===== config.mk =====
export PLATFORM = sky130hd
export DESIGN_NAME = pcdg_nbr
export DESIGN_NICKNAME = d
export VERILOG_FILES = /design/src/pcdg_pkg.sv /design/src/pcdg_nbr.sv
export SDC_FILE = /design/constraint.sdc
export NUM_CORES = 1
export LEC_CHECK = 0
export BUFFER_PORTS_ARGS = -buffer_cell sky130_fd_sc_hd__buf_4
export CORE_UTILIZATION = 47
export DETAILED_ROUTE_END_ITERATION = 6
export PLACE_DENSITY = 0.72
export SETUP_SLACK_MARGIN = 0.3
export SYNTH_ARGS = -nofsm -noshare
export SYNTH_HDL_FRONTEND = slang
export SYNTH_SLANG_ARGS = --single-unit

===== constraint.sdc =====
create_clock -name vclk -period 10.7
set_input_delay 1.605 -clock vclk [all_inputs]
set_output_delay 1.605 -clock vclk [all_outputs]
set_load 0.05 [all_outputs]

===== src/pcdg_pkg.sv =====
// shared types and constants for the periodic central difference gradient core
package pcdg_pkg;

   // field widths
   localparam int PIXEL_W = 16;
   localparam int GRAD_W  = 17;
   localparam int COORD_W = 8;
   localparam int SIDE_W  = 9;

   // storage defaults
   localparam int               MAX_SIDE_DEFAULT = 256;
   localparam logic [SIDE_W-1:0] SIDE_RESET      = 9'd256;

   // command codes
   localparam logic CMD_WRITE = 1'b0;
   localparam logic CMD_QUERY = 1'b1;

   // which pixel around the current position the address generator points at
   typedef enum logic [2:0] {
      NBR_CENTRE,
      NBR_RIGHT,
      NBR_LEFT,
      NBR_DOWN,
      NBR_UP
   } nbr_sel_type;

   // pixel memory strobes
   typedef struct packed {
      logic wr_en;
      logic rd_en;
   } mem_ctl_type;

endpackage


===== src/pcdg_nbr.sv =====
// neighbour coordinate wrap and pixel address generation
module pcdg_nbr #(
   parameter int MAX_SIDE = pcdg_pkg::MAX_SIDE_DEFAULT
) (
   input  logic [pcdg_pkg::SIDE_W-1:0]               side,
   input  logic [pcdg_pkg::COORD_W-1:0]              row,
   input  logic [pcdg_pkg::COORD_W-1:0]              col,
   input  pcdg_pkg::nbr_sel_type                     sel,
   output logic [$clog2(MAX_SIDE*MAX_SIDE)-1:0]      addr
);

   localparam int AW = $clog2(MAX_SIDE * MAX_SIDE);
   localparam int SW = pcdg_pkg::SIDE_W;

   logic [SW-1:0] row_ext;
   logic [SW-1:0] col_ext;
   logic [SW-1:0] last;
   logic [SW-1:0] col_left;
   logic [SW-1:0] col_right;
   logic [SW-1:0] row_up;
   logic [SW-1:0] row_down;
   logic [SW-1:0] nbr_row;
   logic [SW-1:0] nbr_col;

   // periodic wrap at all four borders
   always_comb begin
      row_ext   = {1'b0, row};
      col_ext   = {1'b0, col};
      last      = side - SW'(1);
      col_left  = (col_ext == '0) ? last : col_ext - SW'(1);
      col_right = (col_ext + SW'(1) == side) ? '0 : col_ext + SW'(1);
      row_up    = (row_ext == '0) ? last : row_ext - SW'(1);
      row_down  = (row_ext + SW'(1) == side) ? '0 : row_ext + SW'(1);
   end

   // pick the neighbour for this step
   always_comb begin
      nbr_row = row_ext;
      nbr_col = col_ext;
      unique case (sel)
         pcdg_pkg::NBR_CENTRE: begin
            nbr_row = row_ext;
            nbr_col = col_ext;
         end
         pcdg_pkg::NBR_RIGHT: begin
            nbr_col = col_right;
         end
         pcdg_pkg::NBR_LEFT: begin
            nbr_col = col_left;
         end
         pcdg_pkg::NBR_DOWN: begin
            nbr_row = row_down;
         end
         pcdg_pkg::NBR_UP: begin
            nbr_row = row_up;
         end
         default: begin
            nbr_row = row_ext;
            nbr_col = col_ext;
         end
      endcase
   end

   // row-major address, row times the storage side plus column
   assign addr = AW'(AW'(nbr_row) * AW'(MAX_SIDE) + AW'(nbr_col));

endmodule


# Word level (Yosys, flattened, before mapping)

Cells that the tools add are included.

Register bits after elaboration: 0
Input bits: 28
Output and inout port bits: 16
Logic and storage cells: 20

Add/subtract/negate cells: 6
Equal/unequal tests: 6
Mux-type cells: 6
Reduce and logical (&&, ||, !) cells: 2

Operator list:

| cell                | count |
|---|---|
| $add 8x1->9 const B | 2 |
| $eq 9x9->1          | 2 |
| $mux 9              | 2 |
| $pmux 9 s2          | 1 |
| $add 16x9->16       | 1 |
| $logic_not 8->1     | 2 |
| $mux 8              | 2 |
| $pmux 8 s2          | 1 |
| $sub 8x1->9 const B | 1 |
| $sub 9x1->9 const B | 1 |
| $sub 8x1->8 const B | 1 |
| $eq 3x2->1 const B  | 2 |
| $eq 3x1->1 const B  | 1 |
| $eq 3x3->1 const B  | 1 |

# Depth between registers and ports, before layout

Word-level depth: 5
Mapped depth: 16
Depth with buffers taken out: 15

# Least setup slack after synthesis

Ideal clock, no wire load.

Path type: input -> output
Start: input col[0] (netlist bit)
End: output addr[10]
Data arrival time: 4,848 ps
Data required time: 9,095 ps
Path slack: 4,247 ps
Stages on the path: 13
Path buffers: 1
Path through: clkbuf_1 -> inv_1 -> ha_1 -> xor2_1 -> nor4_1 -> nand4_1 -> o31ai_2 -> inv_1 -> nand2_1 -> o21ai_0 -> ha_1 -> ha_1 -> xnor2_1

Longest elaborated chain between the ends: 5
Elaborated cells between the ends (all ways): 8
Those cells by class: add/sub: 3; eq/ne: 1; mux: 3; reduce/logical: 1

RTL lines:

| item               | line           | text |
|---|---|---|
| start: declaration | pcdg_nbr.sv:7  | `input logic [pcdg_pkg::COORD_W-1:0] col,` |
| $add 8x1->9        | pcdg_nbr.sv:31 | `col_right = (col_ext + SW'(1) == side) ? '0 : col_ext + SW'(1);` |
| $eq 9x9->1         | pcdg_nbr.sv:31 |  |
| $mux 9             | pcdg_nbr.sv:31 |  |
| $pmux 9 s2 (*)     | pcdg_nbr.sv:40 | `unique case (sel)` |
| $add 16x9->16 (*)  | pcdg_nbr.sv:65 | `assign addr = AW'(AW'(nbr_row) * AW'(MAX_SIDE) + AW'(nbr_col));` |
| end: declaration   | pcdg_nbr.sv:9  | `output logic [$clog2(MAX_SIDE*MAX_SIDE)-1:0] addr` |

Mark *: on every way between the ends. The rest lies on a longest branch, timed or not.

# Final worst setup path

Start: input row[0] (netlist bit)
End: output addr[12]

Longest elaborated chain between the ends: 5
Elaborated cells between the ends (all ways): 8
Those cells by class: add/sub: 3; eq/ne: 1; mux: 3; reduce/logical: 1

RTL lines:

| item               | line           | text |
|---|---|---|
| start: declaration | pcdg_nbr.sv:6  | `input logic [pcdg_pkg::COORD_W-1:0] row,` |
| $add 8x1->9        | pcdg_nbr.sv:33 | `row_down = (row_ext + SW'(1) == side) ? '0 : row_ext + SW'(1);` |
| $eq 9x9->1         | pcdg_nbr.sv:33 |  |
| $mux 8             | pcdg_nbr.sv:33 |  |
| $pmux 8 s2 (*)     | pcdg_nbr.sv:40 |  |
| $add 16x9->16 (*)  | pcdg_nbr.sv:65 |  |

Marked as above.

==> impl_summary.md <==
Run status
The run finished with clean final reports.

Die
In this run the horizontal extent of the chip is 64.07 um. The initialized floorplan defines 22 standard-cell rows. The initial utilization of the core area, before any placement, comes to 0.4908. 44 I/O pins were placed. The region available for standard cell placement spans 0.003689 mm2.

The chip height is 64.07 um. The overall die area is 0.004104 mm2.

Setup path
STA classifies the critical path endpoint as an output port. The data required time at the worst endpoint is 9100 ps. The library cell appearing most often on the critical path is sky130_fd_sc_hd__ha_1. The critical path is of the primary input to output port type. The type of element launching the critical path is a primary input. Broken down by cell family, the worst path's largest delay share belongs to compound AO/OA/AOI/OAI gates. The signal arrival time at the worst endpoint is 4880 ps. The maximum cell stage delay along the critical path is 420 ps.

The signal on the critical path passes through buf_4, ha_1, xor2_1, xor2_1, a2111o_1, o21ai_2, nand2_2, a211o_1, o21ai_0, o31ai_1, ha_1, ha_1, nand3_1, o2111a_1, a21oi_1, buf_4. The slowest cell on the critical path is sky130_fd_sc_hd__a2111o_1. In this run the worst path has a maximum fanout of 10. The number of buffers and inverters on the critical path is 2.

Clock network
The buffer count from post-CTS setup fixing is 0. The hold buffer count at cts is 0. The post-cts repair resize count is 0.

Timing
The transition time at the pin with the least slew margin is 794.5 ps. Of the available clock period, the critical path in the final layout requires 0.6062. Setup repair after global routing left no endpoint under its margin. For the final routed database, the setup TNS stands at 0 ps. Setup violations remaining at the end of the flow were counted as 0.

The remaining max-slew budget at the tightest pin is 0.4655. The number of hold-slack violations in the final timing report is 0. For the finished layout, the period the worst path requires is 6486 ps. The least setup slack across all paths after layout is 4214 ps. For this run, the top clock speed supported by timing is 154.2 MHz. The count of pins over their slew limit came to 0.

Worst hold path
The cell count of the worst hold path is 3. The class of the tightest hold or removal check is primary input to output port. The end point of the worst hold path is addr[4]. The worst hold path begins at col[4].

Power
The internal power consumption is 37.85 uW. The share of total power dissipated in the clock network is 0. Summed over all nets, the switching power comes to 65.89 uW. The cell area power density is 49.41 mW/mm2. The cell leakage power is 0.0007636 uW.

Of the total power, the share spent switching nets is 0.6352. The sequential share of power is 0. The design draws 103.7 uW. The worst ir drop on vdd is 0.03255 mV. The proportion of power drawn by combinational gates is 1.000.

Drt
The via count is 2171. The final routed wirelength across all metal layers is 5.427 mm. After detailed routing, the number of remaining DRC violations is 0. The number of design-rule violations left by the first detailed-router iteration is 213.

The number of routed nets with antenna violations is 0. The length of the first detailed-routing pass in iterations is 5. The average routed wire per standard cell is 15.82 um. Using the TritonRoute via totals, the vias-per-cell ratio works out to 6.329.

Logic synthesis
The most frequent cell after synthesis is sky130_fd_sc_hd__nand2_1. The area of the mapped netlist is 0.001810 mm2. The post-synthesis sequential area ratio is 0. By area the synthesized netlist is led by sky130_fd_sc_hd__xnor2_1 (11%), sky130_fd_sc_hd__xor2_1 (8.2%), sky130_fd_sc_hd__nand3_1 (6.4%).

The distinct cell type count after synthesis is 67. Of all cell types, the one taking the most synthesized area is sky130_fd_sc_hd__xnor2_1. The fraction of synthesized cell area taken by the top area cell type is 0.1113.

Yosys printed 0 warnings. The number of instances in the synthesized netlist is 274. The total nets after synthesis is 309. In the synthesized netlist, the cells that appear most often are sky130_fd_sc_hd__nand2_1 (25), sky130_fd_sc_hd__nand3_1 (23), sky130_fd_sc_hd__xnor2_1 (23). The synthesized area per cell is 6.608 um2.

Layout
The total number of nets in the final design is 332. The layout sequential cell count is 0. The share of layout cells above drive strength 1 is 0.2034.

Registers take 0 um2. The layout has 0 clock buffers. The antenna diode instance count is 0. From synthesis to final layout, the design area changed by 15.96%.

Placement
The number of buffers added on ports is 44. At the end of routability-driven placement, the weighted congestion stood at 0.9488. The placement-stage worst setup slack is 4255 ps. The detailed placer's ending HPWL is 4.369 mm.

Global routing
The largest net degree at the start of global routing is 16. The initial antenna violation count came to 0. The first global-routing pass estimated 9.108 mm of wire.

The global-route total usage across every layer is 0.2718. The remaining global-route overflow is 0. The number of global-route vias before repair was 1921.

Job
The number of max-capacitance violations reported is 0.
[cells in the final DEF, fill, tap and decap left out, drive strengths merged, types with 4 or more instances in the layout]
| master | n |
|---|---|
| nor3 | 11 |
| inv | 9 |
| nor4 | 5 |
| ha | 7 |
| xnor2 | 23 |
| or3 | 5 |
| nand2 | 26 |
| xor2 | 18 |
| nand2b | 4 |
| a21oi | 12 |
| buf | 44 |
| o21ai | 14 |
| o211ai | 5 |
| o22ai | 6 |
| nand3 | 24 |
| nor2 | 21 |
[worst min-delay path: stages]
cell	delay [ps]
sky130_fd_sc_hd__buf_4	130
sky130_fd_sc_hd__a21oi_1	70
sky130_fd_sc_hd__buf_4	180
[kinds of logic after synthesis]
group / synth area share
AND/OR/NAND/NOR: 0.3746
AO/OA/AOI/OAI: 0.2868
buffers and inverters: 0.07463
XOR/XNOR: 0.2156
adder cells (fa/ha/maj): 0.04837
[power by group through the flow]
stage	Sequential (uW)	Combinational (uW)	Clock (uW)
after floorplan	0	74.1	0
after global placement	0	102	0
after detailed placement	0	102	0
after CTS	0	103	0
after global routing	0	111	0
final	0	104	0
[area by class of cell]
type,count,area (um2)
tap,48,60.06
fill,377,1589
timing repair buffer,44,330.3
inverter,9,33.78
multi-input combinational,242,1675
[worst max path at each step]
stage	from	endpoint	cells past startpoint
after floorplan	col[0]	addr[10]	13
after global placement	row[0]	addr[12]	16
final	row[0]	addr[12]	16
after global routing	row[0]	addr[12]	16
after CTS	row[0]	addr[12]	16
after detailed placement	row[0]	addr[12]	16
[routing by layer]
layer	global-route usage	routed length [um]
met5	0	0
met4	0.008523	18
met3	0.01071	495
met2	0.4388	2408
met1	0.4130	2505
[through the flow]
| step | cells | utilization | area [um2] | hold WS (ps) |
|---|---|---|---|---|
| 6_report | 343 | 0.5692 | 2100 | 3600 |
| 5_1_grt | 343 | 0.5692 | 2100 | 3627 |
| 4_1_cts | 343 | 0.5692 | 2100 | 3597 |
| 3_5_place_dp | 343 | 0.5692 | 2100 | 3596 |
| 3_3_place_gp | 343 | 0.5692 | 2100 | 3598 |
| 2_1_floorplan | 274 | - | 1810 | 3633 |
(Power assumes the default switching activity.)
