### config.mk
export PLATFORM = sky130hd
export DESIGN_NAME = pcdg_seq
export DESIGN_NICKNAME = d
export VERILOG_FILES = /design/src/pcdg_pkg.sv /design/src/pcdg_seq.sv
export SDC_FILE = /design/constraint.sdc
export NUM_CORES = 1
export LEC_CHECK = 0
export ABC_CLOCK_PERIOD_IN_PS = 3000
export BUFFER_PORTS_ARGS = -buffer_cell sky130_fd_sc_hd__buf_2
export CAP_MARGIN = 20
export CORE_MARGIN = 10
export CORE_UTILIZATION = 40
export CTS_CLUSTER_DIAMETER = 50
export DETAILED_ROUTE_END_ITERATION = 10
export PLACE_DENSITY_LB_ADDON = 0.15
export SYNTH_ARGS = -nofsm -noshare
export SYNTH_HDL_FRONTEND = slang
export SYNTH_SLANG_ARGS = --single-unit
### constraint.sdc
create_clock -name clock -period 3 [get_ports clock]
set_input_delay 0.6 -clock clock [delete_from_list [all_inputs] [get_ports clock]]
set_output_delay 0.6 -clock clock [all_outputs]
set_load 0.05 [all_outputs]
### src/pcdg_pkg.sv
// shared types and constants for the periodic central difference gradient core
package pcdg_pkg;

   // field widths
   localparam int PIXEL_W = 16;
   localparam int GRAD_W  = 17;
   localparam int COORD_W = 8;
   localparam int SIDE_W  = 9;

   // storage defaults
   localparam int               MAX_SIDE_DEFAULT = 256;
   localparam logic [SIDE_W-1:0] SIDE_RESET      = 9'd256;

   // command codes
   localparam logic CMD_WRITE = 1'b0;
   localparam logic CMD_QUERY = 1'b1;

   // which pixel around the current position the address generator points at
   typedef enum logic [2:0] {
      NBR_CENTRE,
      NBR_RIGHT,
      NBR_LEFT,
      NBR_DOWN,
      NBR_UP
   } nbr_sel_type;

   // pixel memory strobes
   typedef struct packed {
      logic wr_en;
      logic rd_en;
   } mem_ctl_type;

endpackage

### src/pcdg_seq.sv
// command sequencer with the shared difference unit and result register
module pcdg_seq (
   input  logic                                   clock,
   input  logic                                   reset,
   input  logic [pcdg_pkg::SIDE_W-1:0]            side,
   input  logic                                   req_valid,
   output logic                                   req_ready,
   input  logic                                   req_command,
   input  logic [pcdg_pkg::COORD_W-1:0]           req_row,
   input  logic [pcdg_pkg::COORD_W-1:0]           req_col,
   input  logic signed [pcdg_pkg::PIXEL_W-1:0]    req_pixel_value,
   output pcdg_pkg::mem_ctl_type                  mem_ctl,
   output pcdg_pkg::nbr_sel_type                  sel,
   output logic [pcdg_pkg::COORD_W-1:0]           row,
   output logic [pcdg_pkg::COORD_W-1:0]           col,
   output logic signed [pcdg_pkg::PIXEL_W-1:0]    wr_data,
   input  logic signed [pcdg_pkg::PIXEL_W-1:0]    rd_data,
   output logic                                   rsp_valid,
   input  logic                                   rsp_ready,
   output logic signed [pcdg_pkg::GRAD_W-1:0]     rsp_grad_x_doubled,
   output logic signed [pcdg_pkg::GRAD_W-1:0]     rsp_grad_y_doubled
);

   typedef enum logic [2:0] {
      S_IDLE,
      S_WRITE,
      S_RIGHT,
      S_LEFT,
      S_DOWN,
      S_UP,
      S_FIN
   } state_type;

   state_type                            state_ff, state_in;
   logic                                 rsp_valid_ff, rsp_valid_in;
   logic [pcdg_pkg::COORD_W-1:0]         row_ff, row_in;
   logic [pcdg_pkg::COORD_W-1:0]         col_ff, col_in;
   logic signed [pcdg_pkg::PIXEL_W-1:0]  pix_ff, pix_in;
   logic signed [pcdg_pkg::PIXEL_W-1:0]  hold_ff, hold_in;
   logic signed [pcdg_pkg::GRAD_W-1:0]   gx_ff, gx_in;
   logic signed [pcdg_pkg::GRAD_W-1:0]   out_x_ff, out_x_in;
   logic signed [pcdg_pkg::GRAD_W-1:0]   out_y_ff, out_y_in;
   logic signed [pcdg_pkg::GRAD_W-1:0]   diff;
   logic                                 req_take;
   logic                                 in_range;
   logic                                 out_free;

   // shared difference unit: held sample minus the sample just read
   assign diff = {hold_ff[pcdg_pkg::PIXEL_W-1], hold_ff}
               - {rd_data[pcdg_pkg::PIXEL_W-1], rd_data};

   assign req_ready = (state_ff == S_IDLE);
   assign req_take  = req_valid && req_ready;
   assign in_range  = ({1'b0, req_row} < side) && ({1'b0, req_col} < side);
   assign out_free  = !rsp_valid_ff || rsp_ready;

   // next state and datapath register loads
   always_comb begin
      state_in     = state_ff;
      rsp_valid_in = rsp_valid_ff && !rsp_ready;
      row_in       = row_ff;
      col_in       = col_ff;
      pix_in       = pix_ff;
      hold_in      = hold_ff;
      gx_in        = gx_ff;
      out_x_in     = out_x_ff;
      out_y_in     = out_y_ff;
      mem_ctl      = '0;
      sel          = pcdg_pkg::NBR_CENTRE;
      unique case (state_ff)
         S_IDLE: begin
            if (req_take) begin
               row_in = req_row;
               col_in = req_col;
               pix_in = req_pixel_value;
               if (in_range) begin
                  state_in = (req_command == pcdg_pkg::CMD_QUERY) ? S_RIGHT : S_WRITE;
               end
            end
         end
         S_WRITE: begin
            mem_ctl.wr_en = 1'b1;
            sel           = pcdg_pkg::NBR_CENTRE;
            state_in      = S_IDLE;
         end
         S_RIGHT: begin
            mem_ctl.rd_en = 1'b1;
            sel           = pcdg_pkg::NBR_RIGHT;
            state_in      = S_LEFT;
         end
         S_LEFT: begin
            mem_ctl.rd_en = 1'b1;
            sel           = pcdg_pkg::NBR_LEFT;
            hold_in       = rd_data;
            state_in      = S_DOWN;
         end
         S_DOWN: begin
            mem_ctl.rd_en = 1'b1;
            sel           = pcdg_pkg::NBR_DOWN;
            gx_in         = diff;
            state_in      = S_UP;
         end
         S_UP: begin
            mem_ctl.rd_en = 1'b1;
            sel           = pcdg_pkg::NBR_UP;
            hold_in       = rd_data;
            state_in      = S_FIN;
         end
         S_FIN: begin
            if (out_free) begin
               out_x_in     = gx_ff;
               out_y_in     = diff;
               rsp_valid_in = 1'b1;
               state_in     = S_IDLE;
            end
         end
         default: begin
            state_in = S_IDLE;
         end
      endcase
   end

   // state and registered outputs
   always_ff @(posedge clock) begin
      if (reset) begin
         state_ff     <= S_IDLE;
         rsp_valid_ff <= 1'b0;
      end else begin
         state_ff     <= state_in;
         rsp_valid_ff <= rsp_valid_in;
      end
      row_ff   <= row_in;
      col_ff   <= col_in;
      pix_ff   <= pix_in;
      hold_ff  <= hold_in;
      gx_ff    <= gx_in;
      out_x_ff <= out_x_in;
      out_y_ff <= out_y_in;
   end

   assign row                = row_ff;
   assign col                = col_ff;
   assign wr_data            = pix_ff;
   assign rsp_valid          = rsp_valid_ff;
   assign rsp_grad_x_doubled = out_x_ff;
   assign rsp_grad_y_doubled = out_y_ff;

   // a finished query waits while the result register is still full
   assert property (@(posedge clock) disable iff (reset)
      (state_ff == S_FIN) && !out_free |=> (state_ff == S_FIN))
      else $error("finished query left before the result register was free");

   // a new result only appears out of the final step
   assert property (@(posedge clock) disable iff (reset)
      $rose(rsp_valid_ff) |-> $past(state_ff == S_FIN))
      else $error("result raised outside the final step");

   // single port: never a read and a write together
   assert property (@(posedge clock) disable iff (reset)
      !(mem_ctl.wr_en && mem_ctl.rd_en))
      else $error("pixel memory read and written in one cycle");

   // an in-range query starts its neighbour reads at once
   assert property (@(posedge clock) disable iff (reset)
      req_take && in_range && (req_command == pcdg_pkg::CMD_QUERY)
      |=> (state_ff == S_RIGHT))
      else $error("accepted query did not start its reads");

   // an out-of-range command leaves the sequencer idle
   assert property (@(posedge clock) disable iff (reset)
      req_take && !in_range |=> (state_ff == S_IDLE))
      else $error("out-of-range command was not dropped");

endmodule

=== Word-level counts from Yosys, hierarchy flattened ===
Cells that the tools add are included.

* Bits in registers: 103
* Input bits: 62
* Output and inout bits: 73
* Logic and storage cells: 43

* Add/subtract/negate cells: 1
* Order comparisons: 2
* Equal/unequal tests: 9
* Mux-type cells: 10
* Reduce and logical (&&, ||, !) cells: 12

{| class="wikitable"
|+ Operator list
! kind !! count
|-
| 8-bit by 9-bit < comparator with 1-bit output || 2
|-
| 3-bit one-hot mux with 6 select lines || 1
|-
| 16-bit by 16-bit subtractor with 17-bit output || 1
|-
| 3-bit one-hot mux with 4 select lines || 1
|-
| 3-bit == test, second input constant || 3
|-
| 3-bit 2-to-1 mux || 3
|-
| 3-bit by 2-bit == test with 1-bit output, second input constant || 2
|-
| 1-bit 2-to-1 mux || 4
|-
| 2-bit by 1-bit inequality test with 1-bit output, second input constant || 2
|-
| 2-bit AND reduction || 2
|-
| 4-bit OR reduction || 1
|-
| 3-bit by 1-bit == test with 1-bit output, second input constant || 1
|-
| 1-bit logical AND || 3
|-
| 3-bit zero test || 1
|-
| 3-bit AND reduction || 1
|-
| 1-bit zero test || 2
|-
| 2-bit 2-to-1 mux || 1
|-
| 2-bit inequality test, second input constant || 1
|-
| 2-bit OR reduction || 1
|-
| 1-bit logical OR || 1
|}

=== Depth between registers and ports, before layout ===
* Word-level depth: 5
* Gate-level depth with buffers: 8

=== Least setup slack after synthesis ===
OpenSTA, ideal clock, no wires.

* Path kind: register to register
* Start point: register state_ff[2]
* End point: register col_ff (netlist bit col[0]) (enable)
* Setup time: 392 ps
* Data arrival time: 2553 ps
* Path slack: 56 ps
* Cell stages (with the launch flop): 4
* Path buffers: 1
* Path through: dfxtp_1 buf_2 nor3_1 and2_1

* Longest elaborated chain between the ends: 3

{| class="wikitable"
|+ Ends and longest elaborated chain
! element !! line !! source
|-
| start, declared || pcdg_seq.sv:34 || <nowiki>state_type state_ff, state_in;</nowiki>
|-
| start signal, assigned || pcdg_seq.sv:129 || <nowiki>state_ff <= state_in;</nowiki>
|-
| 3-bit zero test * || pcdg_seq.sv:52 || <nowiki>assign req_ready = (state_ff == S_IDLE);</nowiki>
|-
| named net req_ready || pcdg_seq.sv:7 || <nowiki>output logic req_ready,</nowiki>
|-
| 1-bit logical AND || pcdg_seq.sv:53 || <nowiki>assign req_take = req_valid && req_ready;</nowiki>
|-
| 2-bit AND reduction (no line) * || n/a ||
|-
| end signal, assigned || pcdg_seq.sv:133 || <nowiki>col_ff <= col_in;</nowiki>
|-
| end, declared || pcdg_seq.sv:37 || <nowiki>logic [pcdg_pkg::COORD_W-1:0] col_ff, col_in;</nowiki>
|}

Mark *: on every way through the listed nets, which the timed path passes. The rest lies on a longest branch.
A chain may end at the register's enable or synchronous reset.

=== Worst setup path after layout ===
* Start point: register hold_ff[1] (netlist name)
* End point: register out_y_ff (netlist bit rsp_grad_y_doubled[13]), data pin

* Longest elaborated chain between the ends: 1

{| class="wikitable"
|+ Ends and longest elaborated chain
! element !! line !! source
|-
| start, declared || pcdg_seq.sv:39 || <nowiki>logic signed [pcdg_pkg::PIXEL_W-1:0] hold_ff, hold_in;</nowiki>
|-
| start signal, assigned || pcdg_seq.sv:135 || <nowiki>hold_ff <= hold_in;</nowiki>
|-
| 16-bit by 16-bit subtractor with 17-bit output || pcdg_seq.sv:50 || <nowiki>- {rd_data[pcdg_pkg::PIXEL_W-1], rd_data};</nowiki>
|-
| named net diff, one bit || pcdg_seq.sv:43 || <nowiki>logic signed [pcdg_pkg::GRAD_W-1:0] diff;</nowiki>
|-
| end signal, assigned || pcdg_seq.sv:138 || <nowiki>out_y_ff <= out_y_in;</nowiki>
|-
| end, declared || pcdg_seq.sv:42 || <nowiki>logic signed [pcdg_pkg::GRAD_W-1:0] out_y_ff, out_y_in;</nowiki>
|}

The timed path passes the listed nets, and every way through them passes these cells.

==> impl_summary.md <==
Outcome
The flow ran to the end, and the final reports show no timing, DRC or antenna violations.

Global routing
For this run the aggregate overflow at the end of global routing stands at 0. Global routing used 12.33% of the available tracks. The initial antenna violation count is 0. The number of global-route vias before repair was 3012. Entering global routing, the biggest net connects 35 pins. The global-route wire length before repair is 15700 um.

Place
Detailed placement ended at an HPWL of between 7000 and 8000 um. The count of buffers inserted at the top-level ports is 134. The congestion estimate from routability-driven global placement came to 0.9273. The setup slack at placement is approximately 0.41 ns.

Timing
The final number of hold-violating endpoints is 0. The count of pins over their slew limit came to 0. Setup violations remaining at the end of the flow were counted as 0. The final worst hold slack is 0.4176 ns. For this run, the top clock speed supported by timing is 0.4425 GHz. The worst clock skew is 0.006288 ns. The minimum clock period is 2.260 ns. The headroom to the max-slew limit is between 40% and 50%. Setup repair after global routing left no endpoint under its margin. The least setup slack across all paths after layout is about 0.74 ns. The period utilization is 75.33%. The aggregate negative setup slack is 0 ns.

The measured slew at the worst slew-check pin is 0.7761 ns.

Detailed routing
The total wire length after detailed routing is around 10000 um. After detailed routing, the number of vias per cell comes to approximately 4.9. The total DRC errors in the routed layout is 0.

The starting DRC count in detailed routing is 130. In this run the remaining antenna-violating nets after routing total 0. The via count is 3008. The average wire per standard cell is 16.55 um.

For this run, the detailed router's first-pass iteration total came to 4.

Clock network
The clock tree buffer depth is 2. The number of buffers inserted during clock tree synthesis is 9. TritonCTS built the clock tree.

CTS built an H-tree with a depth of 3. The clock-pin slew on the worst setup and hold paths is 0.07 ns. Clock tree synthesis found a total of 103 sinks.

The later pin in the worst-skew pair is clocked with a latency of 0.34 ns. The number of gates given a new drive strength after cts is 0. In this run the clock root is driven by a clkbuf_16. The cts-stage hold buffer count is 0. The count of buffers added by post-CTS timing repair for setup is 0.

Floorplan
The cell row count is 38. The die boundary width is 126.5 um. The die footprint is 0.01601 sq mm. The area of the core region is 0.01098 sq mm. 135 I/O pins were placed. The vertical die dimension is roughly 130 um. The initial utilization of the core area, before any placement, comes to 41.32%.

Power
Net switching is 27.73% of the power. The cell-internal power is 2.483 mW. The part of the total power dissipated in sequential elements is just under 50%. The share of power burned in the clock network is 33.9%. The power density of the placed cells is approximately 600 mW/mm^2. The leakage dissipation is 2.383 nW. IR analysis of the VDD net gives a maximum drop of 0.3698 mV. For this design the total switching power over the nets is roughly 0.95 mW.

The share of total power in combinational logic is about 17%.

Finish
The end-of-flow core utilization is 51.77%. The layout has 967 filler cells. The library cells used most frequently in the layout, excluding fill and tap cells, are buf_2 (134), edfxtp_1 (99), inv_1 (37), ha_1 (30), a21oi_1 (18).

The number of antenna diodes in the final layout is 0. Of the cells placed in the final design, the portion with a size suffix greater than 1 is 34.18%. The area overhead of the layout relative to synthesis is 25.28%.

The number of nets at the end of the flow is 559. The area occupied by registers is 0.003053 sq mm. In the final layout, the multi-input gates occupy 0.001329 sq mm. The library cell used most frequently in the layout, excluding fill and tap cells, is buf_2.

Synth
The share of synthesized cell area in and, or, nand and nor gates is 8.657%. After Yosys synthesis, XOR and XNOR cells account for around 1.7% of the synthesized area. The async set-or-reset flop fraction in the synthesized netlist is 0%. Among all flip-flop cells after synthesis, the most frequent one is edfxtp_1. The share of synthesized area spent on multiplexers is 0%.

The flop and latch count out of synthesis is 103. Yosys printed 0 warnings. The average instance in the mapped netlist occupies ~14 sq um. The count of flip-flops with a built-in enable after synthesis is 99. The combinational family with the most area after synthesis is compound AO/OA/AOI/OAI gates. The synthesized cell area is 0.004538 sq mm. The number of library cell types mapped by synthesis is 51. Of the synthesized area, sequential elements account for 67.27%. The synthesized net count is around 420.

After technology mapping, the gate count stands at 322. Summing the areas of all fa, ha and maj instances in the mapped netlist gives a little under 9% of the synthesized area. The synthesized netlist devotes between 10% and 20% of its cell area to compound gates.

Job
The tool flagged a number of max-cap violations equal to 0.

Worst setup path
At the worst endpoint, the arrival time is 2.39 ns. At the worst endpoint, the required time is 3.13 ns. Of all nets on the critical path, the largest fanout is 4. By startpoint and endpoint, the worst setup path is classified as reg -> reg. The worst setup path is launched from a flop. The length in cells of the worst reg-to-reg path is 6. The worst setup path is captured at a flop.

Worst hold path
The worst hold path was traced through 0 stages. The class of the tightest hold or removal check is reg -> reg.
==> per-layer routing <==
metal | GRT usage (%) | vias to the layer above | wire [um]
li1 | - | 1496 | -
met4 | 5.492 | 0 | 206
met2 | 19.56 | 121 | 4658
met3 | 4.040 | 17 | 878
met1 | 15.00 | 1374 | 4370
met5 | 0 | - | 0
==> sequential cells by signal, indices dropped and copies added (netlist names) <==
signal / cells
rsp_valid: 1
row: 8
rsp_grad_y_doubled: 17
state_ff: 3
gx_ff: 17
col: 8
rsp_grad_x_doubled: 17
hold_ff: 16
wr_data: 16
==> synth_stat cells (2+ instances only) <==
master / n / area [sq um]
o211ai_1: 3 / 22.52
nand4_1: 4 / 25.02
a31oi_1: 4 / 25.02
o21ai_0: 9 / 45.04
nor3_1: 6 / 30.03
nand2_1: 12 / 45.04
xor2_1: 2 / 17.52
a21o_1: 2 / 15.01
and2_1: 4 / 25.02
o2111a_1: 2 / 22.52
or2_2: 2 / 12.51
a211oi_1: 2 / 15.01
nand3_1: 7 / 35.03
inv_1: 37 / 138.9
nand2b_1: 4 / 25.02
o2111ai_1: 3 / 26.28
edfxtp_1: 99 / 2973
a21oi_2: 2 / 17.52
a21boi_0: 2 / 15.01
a211o_1: 6 / 52.55
nor2_1: 17 / 63.81
o21a_1: 4 / 30.03
xnor2_1: 7 / 61.31
ha_1: 30 / 375.4
a21oi_1: 18 / 90.09
dfxtp_1: 4 / 80.08
nor2b_1: 3 / 18.77
or3_1: 3 / 18.77
buf_2: 2 / 10.01
==> power by group through the flow <==
stage / registers, mW / clock network (mW) / logic (mW)
finish: 1.69 / 1.17 / 0.579
global route: 1.70 / 1.26 / 0.628
CTS: 1.69 / 1.21 / 0.584
detailed placement: 1.72 / 0 / 0.582
global placement: 1.72 / 0 / 0.576
floorplan: 1.89 / 0 / 0.250
==> path summary, 6_finish.rpt <==
path	startpoint	end	slack (ns)
hold reg to reg	gx_ff[2]	rsp_grad_x_doubled[2]	0.42
setup reg to reg	hold_ff[1]	rsp_grad_y_doubled[13]	0.74
setup / recovery	hold_ff[1]	rsp_grad_y_doubled[13]	0.74
hold / removal	gx_ff[2]	rsp_grad_x_doubled[2]	0.42
==> worst max-delay path, stage by stage, from the launching register on <==
cell       delay (ns)
edfxtp_1         0.41
ha_1             0.29
nor2b_1          0.22
o2111ai_1        0.19
a21oi_1          0.43
a21oi_1          0.18
o311ai_1         0.34
==> cells by family after synthesis <==
| kind of cell | count (synthesis) |
|---|---|
| AOI/OAI and AO/OA | 65 |
| xor gates and xnor gates | 9 |
| adders and majority gates | 31 |
| buffers and inverters | 41 |
| DFF | 103 |
| and+or+nand+nor | 73 |
==> final cells by class <==
class	instances	share of cell area, %
sequential	103	53.70
multi-input combinational	178	23.37
timing repair buffer	137	12.19
clock buffer	9	3.961
tap	140	3.081
inverter	37	2.443
clock inverter	7	1.254
==> metrics by stage <==
stage | power [mW] | cell area, sq um | instances
after global placement | 2.300 | 5389 | 595
after CTS | 3.487 | 5685 | 611
after detailed placement | 2.306 | 5389 | 595
after floorplan | 2.143 | 4538 | 322
final | 3.436 | 5685 | 611
after global routing | 3.589 | 5685 | 611
No activity file was read; power rests on OpenSTA's default activity.
